`src/rtl/vdft_pkg.sv`:
```
// Shared types and constants for the vertex dedup fan triangulator.
package vdft_pkg;

  // Default sizing of the triple table and of one stored index.
  localparam int TABLE_DEPTH_DEF = 1024;
  localparam int INDEX_BITS_DEF  = 16;

  // Fixed widths of the port fields.
  localparam int FIELD_W = 16;
  localparam int VNUM_W  = 10;
  localparam int TOTAL_W = 32;

  // Controller states.
  typedef enum logic [1:0] {
    ST_IDLE,
    ST_SCAN,
    ST_COMMIT
  } state_t;

  // Commands from the controller to the datapath.
  typedef struct packed {
    logic start;   // load a corner at its input transfer
    logic scan;    // step the table search
    logic commit;  // update table and fan, load the result register
  } cmd_t;

  // Status from the datapath to the controller.
  typedef struct packed {
    logic hit;       // the registered table word matches the key
    logic miss;      // every used entry was compared without a match
    logic out_free;  // the result register can take a new result
  } status_t;

endpackage

```
`src/rtl/vdft_ctrl.sv`:
```
// Controller state machine: sequences transfer, table search and commit.
module vdft_ctrl (
  input  logic            clk,
  input  logic            rst_n,
  input  logic            in_valid,
  output logic            in_ready,
  input  vdft_pkg::status_t st,
  output vdft_pkg::cmd_t    cmd
);

  vdft_pkg::state_t state_r, state_nxt;

  // State register.
  always_ff @(posedge clk) begin
    if (!rst_n) begin
      state_r <= vdft_pkg::ST_IDLE;
    end else begin
      state_r <= state_nxt;
    end
  end

  // Next state.
  always_comb begin
    state_nxt = state_r;
    unique case (state_r)
      vdft_pkg::ST_IDLE: begin
        if (in_valid) begin
          state_nxt = vdft_pkg::ST_SCAN;
        end
      end
      vdft_pkg::ST_SCAN: begin
        if (st.hit || st.miss) begin
          state_nxt = vdft_pkg::ST_COMMIT;
        end
      end
      vdft_pkg::ST_COMMIT: begin
        if (st.out_free) begin
          state_nxt = vdft_pkg::ST_IDLE;
        end
      end
      default: begin
        state_nxt = vdft_pkg::ST_IDLE;
      end
    endcase
  end

  // Outputs.
  always_comb begin
    in_ready   = 1'b0;
    cmd        = '0;
    unique case (state_r)
      vdft_pkg::ST_IDLE: begin
        in_ready  = 1'b1;
        cmd.start = in_valid;
      end
      vdft_pkg::ST_SCAN: begin
        cmd.scan = 1'b1;
      end
      vdft_pkg::ST_COMMIT: begin
        cmd.commit = st.out_free;
      end
      default: begin
        in_ready = 1'b0;
      end
    endcase
  end

endmodule

```
`config.mk`:
```
export PLATFORM = sky130hd
export DESIGN_NAME = vdft_ctrl
export DESIGN_NICKNAME = d
export VERILOG_FILES = /design/src/rtl/vdft_pkg.sv /design/src/rtl/vdft_ctrl.sv
export SDC_FILE = /design/constraint.sdc
export NUM_CORES = 1
export LEC_CHECK = 0
export BUFFER_PORTS_ARGS = -buffer_cell sky130_fd_sc_hd__buf_4
export CAP_MARGIN = 20
export CORE_AREA = 8 8 45 47
export DETAILED_ROUTE_END_ITERATION = 7
export DIE_AREA = 0 0 53 55
export GPL_TIMING_DRIVEN = 0
export PLACE_DENSITY_LB_ADDON = 0.12
export SYNTH_ARGS = -nofsm -noshare
export SYNTH_HDL_FRONTEND = slang
export SYNTH_SLANG_ARGS = --single-unit
```
`constraint.sdc`:
```
create_clock -name clk -period 0.81 [get_ports clk]
set_input_delay 0.243 -clock clk [delete_from_list [all_inputs] [get_ports clk]]
set_output_delay 0.243 -clock clk [all_outputs]
set_load 0.02 [all_outputs]
```
; Word level (Yosys, flattened, before mapping)
; Cells that the tools add are included.
[totals]
word_cells = 17
rom_bits = 0
inputBits = 6
mem_bits_rw = 0
latch_bits = 0
reg_bits = 2
memories = 0
[classes]
reduce_logical = 3
multipliers = 0
shifts = 0
div = 0
n_eq_ne = 5
n_mux = 8
n_addsub = 0
bitwise = 0
order_cmp = 0
[ops]
columns = operator, count
row1 = 2-bit 2-to-1 mux, 3
row2 = 2-bit inequality test (second input constant), 3
row3 = 2-bit case mux with 3 select lines, 1
row4 = 1-bit 2-to-1 mux, 4
row5 = 3-bit AND reduction, 1
row6 = 2-bit by 1-bit equality test with 1-bit output (second input constant), 1
row7 = 2-bit equality test (second input constant), 1
row8 = 2-bit logical NOT, 1
row9 = 1-bit logical OR, 1

; Logic depth before layout (Yosys ltp)
; Gate-level depths: netlist of the first run.
[logic_depth]
depth_word = 3
mapped_depth = 3

; Least setup slack after synthesis of the first run
; OpenSTA, ideal clock, no wires.
[synth_timing]
kind = register to output
start = reg state_r[0]
end = out cmd[2] (netlist name)
path_stages_with_launch = 3
n_path_buf = 0
arrival_time_ps = 954
path_slack_ps = -387
cell_sequence = dfxtp_1 > nor2_1 > and2_1
[synth_lines]
columns = element, line
row1 = start: declaration, vdft_ctrl.sv:11  ; vdft_pkg::state_t state_r, state_nxt;
row2 = start signal: assignment, vdft_ctrl.sv:16  ; state_r <= vdft_pkg::ST_IDLE;
row3 = start signal: assignment, vdft_ctrl.sv:18  ; state_r <= state_nxt;
row4 = end: declaration, vdft_ctrl.sv:8  ; output vdft_pkg::cmd_t cmd

==> results.sh, run 1 <==
export IMPL_setup_viol=5
export IMPL_max_slew_margin_rel_pct=87.80
export IMPL_maxSlewViolCount=0
export IMPL_die_y_microns=55
export IMPL_rows=14
export IMPL_vias=137
export IMPL_ant_nets=0
export IMPL_yosys_warnings=0
export IMPL_maxCapViolCount=0
export IMPL_topRoutingLayerUsed="met3"
export IMPL_p_per_area_mw_per_mm2=1794
export IMPL_path_cells="nor2_4 > and2_4 > buf_6"
export IMPL_cp_start_kind="flop"
export IMPL_largest_reg_flops=2
export IMPL_cts_sinks=2
export IMPL_critical_path_class="flop to output port"
export IMPL_gr_usage_all_layers_pct=3.164
export IMPL_critPathMaxStageDelay_ns=0.36
export IMPL_dr_pass1_iters=1
export IMPL_clockRootBuffer="clkbuf_4"
export IMPL_hold_class="input pin to flop"
export IMPL_layout_min_cycle_time_ns=1.170
export IMPL_ys_types=9
export IMPL_n_antenna_cell=0
export IMPL_critical_path_arrival_ns=0.93
export IMPL_synth_seq_cells=2
export IMPL_drc=0
export IMPL_fin_worst_skew_ns=0.01057
export IMPL_synth_area_per_cell_sq_um=8.855
export IMPL_fmax_mhz=854.8
export IMPL_tightest_slew_ns=0.1826
export IMPL_regMostFlops="state_r"
export IMPL_end_kind="output port"
export IMPL_gp_congestion=0.5998
export IMPL_syn_area_sq_um=115.1
export IMPL_hold_violations=0
export IMPL_path_max_fanout=5
export IMPL_top_regs="state_r x2"
export IMPL_fin_crit_sh_pct=144.4
export IMPL_wl_met2_microns=182
export IMPL_die_x_microns=53
export IMPL_grt_max_degree=6
export IMPL_ios=10
export IMPL_wl_per_cell_microns=9.256
export IMPL_holdWs_ns=0.2359
export IMPL_critPathBufInv=1
export IMPL_grt_pass1_wl_microns=614
export IMPL_synth_nets=19
export IMPL_routed_wl_microns=398
export IMPL_rsz0062_at_grt="true"
export IMPL_clock_latency_ns=0.23
export IMPL_setup_tns_ns=-1.475
export IMPL_crit_slowest_cell="dfxtp_4"
export IMPL_portBuffers=9
export IMPL_nets=34
export IMPL_path_delay_family="flip-flops"
export IMPL_wl_met1_microns=166
export IMPL_worst_slack_ns=-0.3598
export IMPL_layout_drive_gt1_share_pct=70.37
export IMPL_ys_seq_area_share_pct=34.78
export IMPL_clk_pin_slew_worst_paths_ns=0.03
export IMPL_clk_path_buf_depth=2
export IMPL_fp_coreArea_sq_mm=0.001384
export IMPL_required_ns=0.57
export IMPL_grt_pass1_vias=162
export IMPL_cts_made_buffers=3
export IMPL_die_area_sq_mm=0.002915
export IMPL_antenna_found_initial=0
export IMPL_cts_tree="built"
export IMPL_n_fill_cell=160
export IMPL_synthCells=13
export IMPL_start_util_pct=8.318
export IMPL_route_met3_wl_microns=49
export IMPL_drtIter0Drc=0
export IMPL_leakagePower_nw=0.1190
export IMPL_multi_input_area_sq_um=92.59
export IMPL_violations="setup timing"
export IMPL_status="finished, violations left"
export IMPL_viasPerCell=3.186
export IMPL_area_delta_synth_final_pct=137.0
export IMPL_ir_drop_mv=0.5508
export IMPL_overflow=0
export IMPL_h_tree_depth=1
export IMPL_ff_latch_area_sq_um=47.55
## per-layer routing
| layer | track usage [%] | vias up |
|---|---|---|
| met5 | 0 | - |
| met4 | 2.586 | 0 |
| met3 | 2.674 | 0 |
| met2 | 4.492 | 6 |
| met1 | 2.874 | 61 |
| li1 | - | 70 |
## placed cells by master, fill, tap and decap left out, drive strengths merged
cell,synthesis,layout
and2b,1,1
nand2,1,1
and2,1,1
dfxtp,2,2
nor2b,1,1
nor3b,2,2
mux2i,1,1
clkbuf,0,4
nor2,3,3
o21a,1,1
buf,0,10
## repair_timing
item                                    in CTS  in global routing
endpoints found under the setup margin       5                  5
setup buffers                                1                  0
hold buffers                                 0                  0
resized for setup                            4                  0
## area by class of cell
type,instances,share of cell area (%)
Sequential cell,2,17.43
Multi-Input combinational cell,11,33.94
Tap cell,16,7.339
Timing Repair Buffer,10,31.65
Clock buffer,4,9.633
## cells by family (layout without fill, tap and decap cells)
family,after synthesis,after routing,synth area share [%]
and+or+nand+nor,9,9,50.00
muxes,1,1,8.696
AOI/OAI and AO/OA,1,1,6.524
buffers and inverters,0,14,0
DFF,2,2,34.78
## synth_stat cells
cell type  n  area share, %
and2_1     1            5.4
and2b_1    1            6.5
dfxtp_1    2             35
mux2i_1    1            8.7
nand2_1    1            3.3
nor2_1     3            9.8
nor2b_4    1             12
nor3b_1    2             13
o21a_1     1            6.5
## stage by stage
| stage | total power (W) | setup WS, ns | instance area, sq um | std cells | util, % |
|---|---|---|---|---|---|
| floorplan | 0.0001773 | -0.1450 | 137.6 | 13 | - |
| global placement | 0.0002273 | -0.1513 | 225.2 | 38 | 16.27 |
| detailed placement | 0.0002278 | -0.1574 | 225.2 | 38 | 16.27 |
| CTS | 0.0005103 | -0.3773 | 272.8 | 43 | 19.71 |
| global route | 0.0005220 | -0.3946 | 272.8 | 43 | 19.71 |
| finish | 0.0004895 | -0.3598 | 272.8 | 43 | 19.71 |
## path summary, 6_finish.rpt
path	from	to	slack (ns)	depth (start not counted)
max	state_r[1]$_SDFFE_PN0P_	cmd[2]	-0.36	3
min	rst_n	state_r[1]$_SDFFE_PN0P_	0.24	2
max reg2reg	state_r[0]$_SDFFE_PN0P_	state_r[1]$_SDFFE_PN0P_	-0.12	3
min reg2reg	state_r[1]$_SDFFE_PN0P_	state_r[0]$_SDFFE_PN0P_	0.47	1
## where the power goes
| group | internal, W | switching [W] | total [W] |
|---|---|---|---|
| logic | 0.0000748 | 0.0000457 | 0.000120 |
| clock network | 0.000183 | 0.0000659 | 0.000249 |
| registers | 0.000104 | 0.0000153 | 0.000120 |
| total | 0.000363 | 0.000127 | 0.000489 |
Power figures use the tool's default switching activity.
==> run 2, diff against run 1 <==
Clock period 0.81 ns to 1.1 ns, I/O delays scaled along.
==> run 2 against run 1 <==
  * Highest routed layer unchanged
  * Combinational power decreased by 22%
  * Power decreased by 30%
  * Count of clock-buffer cells in the layout decreased by 1
  * Cell area decreased by 0.46%
  * Setup slack improved by 0.21 ns
  * Core utilization decreased by 0.090 points
  * The run still ends with setup timing left
  * Via count increased by 5.1%
  * Critical path type unchanged
  * First-iteration DRC count increased by 1
  * Routed wire length increased by 3.3%
  * Clock power decreased by 35%
  * Hold slack improved by 0.076 ns
==> results.sh, run 2 (synthesis results as in run 1) <==
export IMPL_largest_reg_flops=2
export IMPL_met1_usage_pct=3.177
export IMPL_cts_made_buffers=3
export IMPL_crit_slowest_cell="dfxtp_4"
export IMPL_die_x_microns=53
export IMPL_startpoint="state_r[0]$_SDFFE_PN0P_"
export IMPL_regMostFlops="state_r"
export IMPL_rows=14
export IMPL_h_tree_depth=1
export IMPL_cts_tree="built"
export IMPL_critical_path_arrival_ns=0.92
export IMPL_final_common_cell="buf_4"
export IMPL_clk_path_buf_depth=2
export IMPL_cts_sinks=2
export IMPL_ff_latch_area_sq_um=47.55
export IMPL_cp_start_kind="flop"
export IMPL_nets=35
export IMPL_hold_violations=0
export IMPL_overflow=0
export IMPL_clock_latency_ns=0.22
export IMPL_fin_worst_skew_ns=0.004129
export IMPL_ir_drop_mv=0.3821
export IMPL_p_per_area_mw_per_mm2=1258
export IMPL_start_util_pct=8.318
export IMPL_gr_usage_all_layers_pct=3.219
export IMPL_required_ns=0.77
export IMPL_hold_class="input pin to flop"
export IMPL_layout_min_cycle_time_ns=1.254
export IMPL_violations="setup timing"
export IMPL_utilization_pct=19.62
export IMPL_leakagePower_nw=0.1236
export IMPL_grt_pass1_vias=146
export IMPL_gp_congestion=0.6391
export IMPL_setup_viol=4
export IMPL_use_met2_pct=3.125
export IMPL_drtIter0Drc=1
export IMPL_wl_per_cell_microns=9.558
export IMPL_drc=0
export IMPL_antenna_found_initial=0
export IMPL_hp_start="rst_n"
export IMPL_grt_pass1_wl_microns=621
export IMPL_fmax_mhz=797.2
export IMPL_use_met3_pct=4.278
export IMPL_path_max_fanout=5
export IMPL_die_y_microns=55
export IMPL_max_slew_margin_rel_pct=87.74
export IMPL_n_fill_cell=161
export IMPL_placed_cell_area_sq_um=211.5
export IMPL_grt_max_degree=6
export IMPL_worst_slack_ns=-0.1544
export IMPL_dr_pass1_iters=2
export IMPL_fp_coreArea_sq_mm=0.001384
export IMPL_status="finished, violations left"
export IMPL_n_antenna_cell=0
export IMPL_viasPerCell=3.349
export IMPL_rsz0062_at_grt="true"
export IMPL_area_delta_synth_final_pct=135.9
export IMPL_top_usage_layer="met3"
export IMPL_clockRootBuffer="clkbuf_4"
export IMPL_vias=144
export IMPL_rr_startpoint="state_r[0]$_SDFFE_PN0P_"
export IMPL_end_kind="output port"
export IMPL_final_cell_area_sq_um=271.5
export IMPL_portBuffers=9
export IMPL_ctsHoldBuffers=0
export IMPL_layout_drive_gt1_share_pct=74.07
export IMPL_ant_nets=0
export IMPL_top_regs="state_r x2"
export IMPL_routed_wl_microns=411
export IMPL_tightest_slew_ns=0.1834
export IMPL_place_ws_ns=-0.07248
export IMPL_fin_crit_sh_pct=114.0
export IMPL_die_area_sq_mm=0.002915
export IMPL_multi_input_area_sq_um=87.58
export IMPL_maxCapViolCount=0
export IMPL_mostFrequentLayoutCells="8 x buf_4, 3 x clkbuf_4, 3 x buf_6"
export IMPL_critical_path_class="flop to output port"
export IMPL_critPathMaxStageDelay_ns=0.35
export IMPL_maxSlewViolCount=0
export IMPL_clk_pin_slew_worst_paths_ns=0.03
export IMPL_path_cells="nor2_4 > and2_4 > buf_6"
export IMPL_ios=10
## run 2: cell count changes in the layout (fill, tap and decap cells not counted), sizes merged
| cell | change |
|---|---|
| buf | +1 |
| clkbuf | -1 |
## run 2: repair_timing
action                     4_1_cts  5_1_grt
buffers inserted                 2        0
setup endpoints to repair        4        4
pin swaps                        0        0
resized for setup                8        1
## run 2: layer usage
| metal | routed length (microns) | share of wire, % |
|---|---|---|
| met1 | 192 | 47 |
| met3 | 94 | 23 |
| met2 | 124 | 30 |
| met5 | 0 | 0 |
| met4 | 0 | 0 |
## run 2: area by class of cell
type | instances | share of cell area (%)
Tap cell | 16 | 7.373
Timing Repair Buffer | 11 | 34.56
Sequential cell | 2 | 17.51
Multi-Input combinational cell | 11 | 32.26
Clock buffer | 3 | 8.295
## run 2: final timing paths
| check | end | slack, ns | depth (start not counted) |
|---|---|---|---|
| setup / recovery | cmd[2] | -0.15 | 3 |
| hold / removal | state_r[1]$_SDFFE_PN0P_ | 0.31 | 2 |
| setup reg to reg | state_r[1]$_SDFFE_PN0P_ | 0.21 | 3 |
| hold reg to reg | state_r[0]$_SDFFE_PN0P_ | 0.50 | 1 |
## run 2: stage by stage
stage	power (W)	setup TNS, ns	cells	hold slack [ns]
detailed placement	0.0001628	-0.09588	38	0.5439
floorplan	0.0001259	-0.02687	13	0.4475
global placement	0.0001617	-0.05857	38	0.5452
global route	0.0003685	-0.6482	43	0.3209
CTS	0.0003557	-0.5520	43	0.3037
finish	0.0003415	-0.4799	43	0.3114
## run 2: critical path: cells and delay by family (launching register included)
kind / cells / cell delay, ns
flip-flops: 1 / 0.35
AND/OR/NAND/NOR: 2 / 0.24
buffers and inverters: 1 / 0.10
## run 2: power by group
group	internal, W	switching [W]	total (W)	leakage, nW
combinational	0.0000582	0.0000351	0.0000934	0.0920
clock	0.000120	0.0000410	0.000161	0.0138
sequential	0.0000769	0.0000100	0.0000869	0.0178
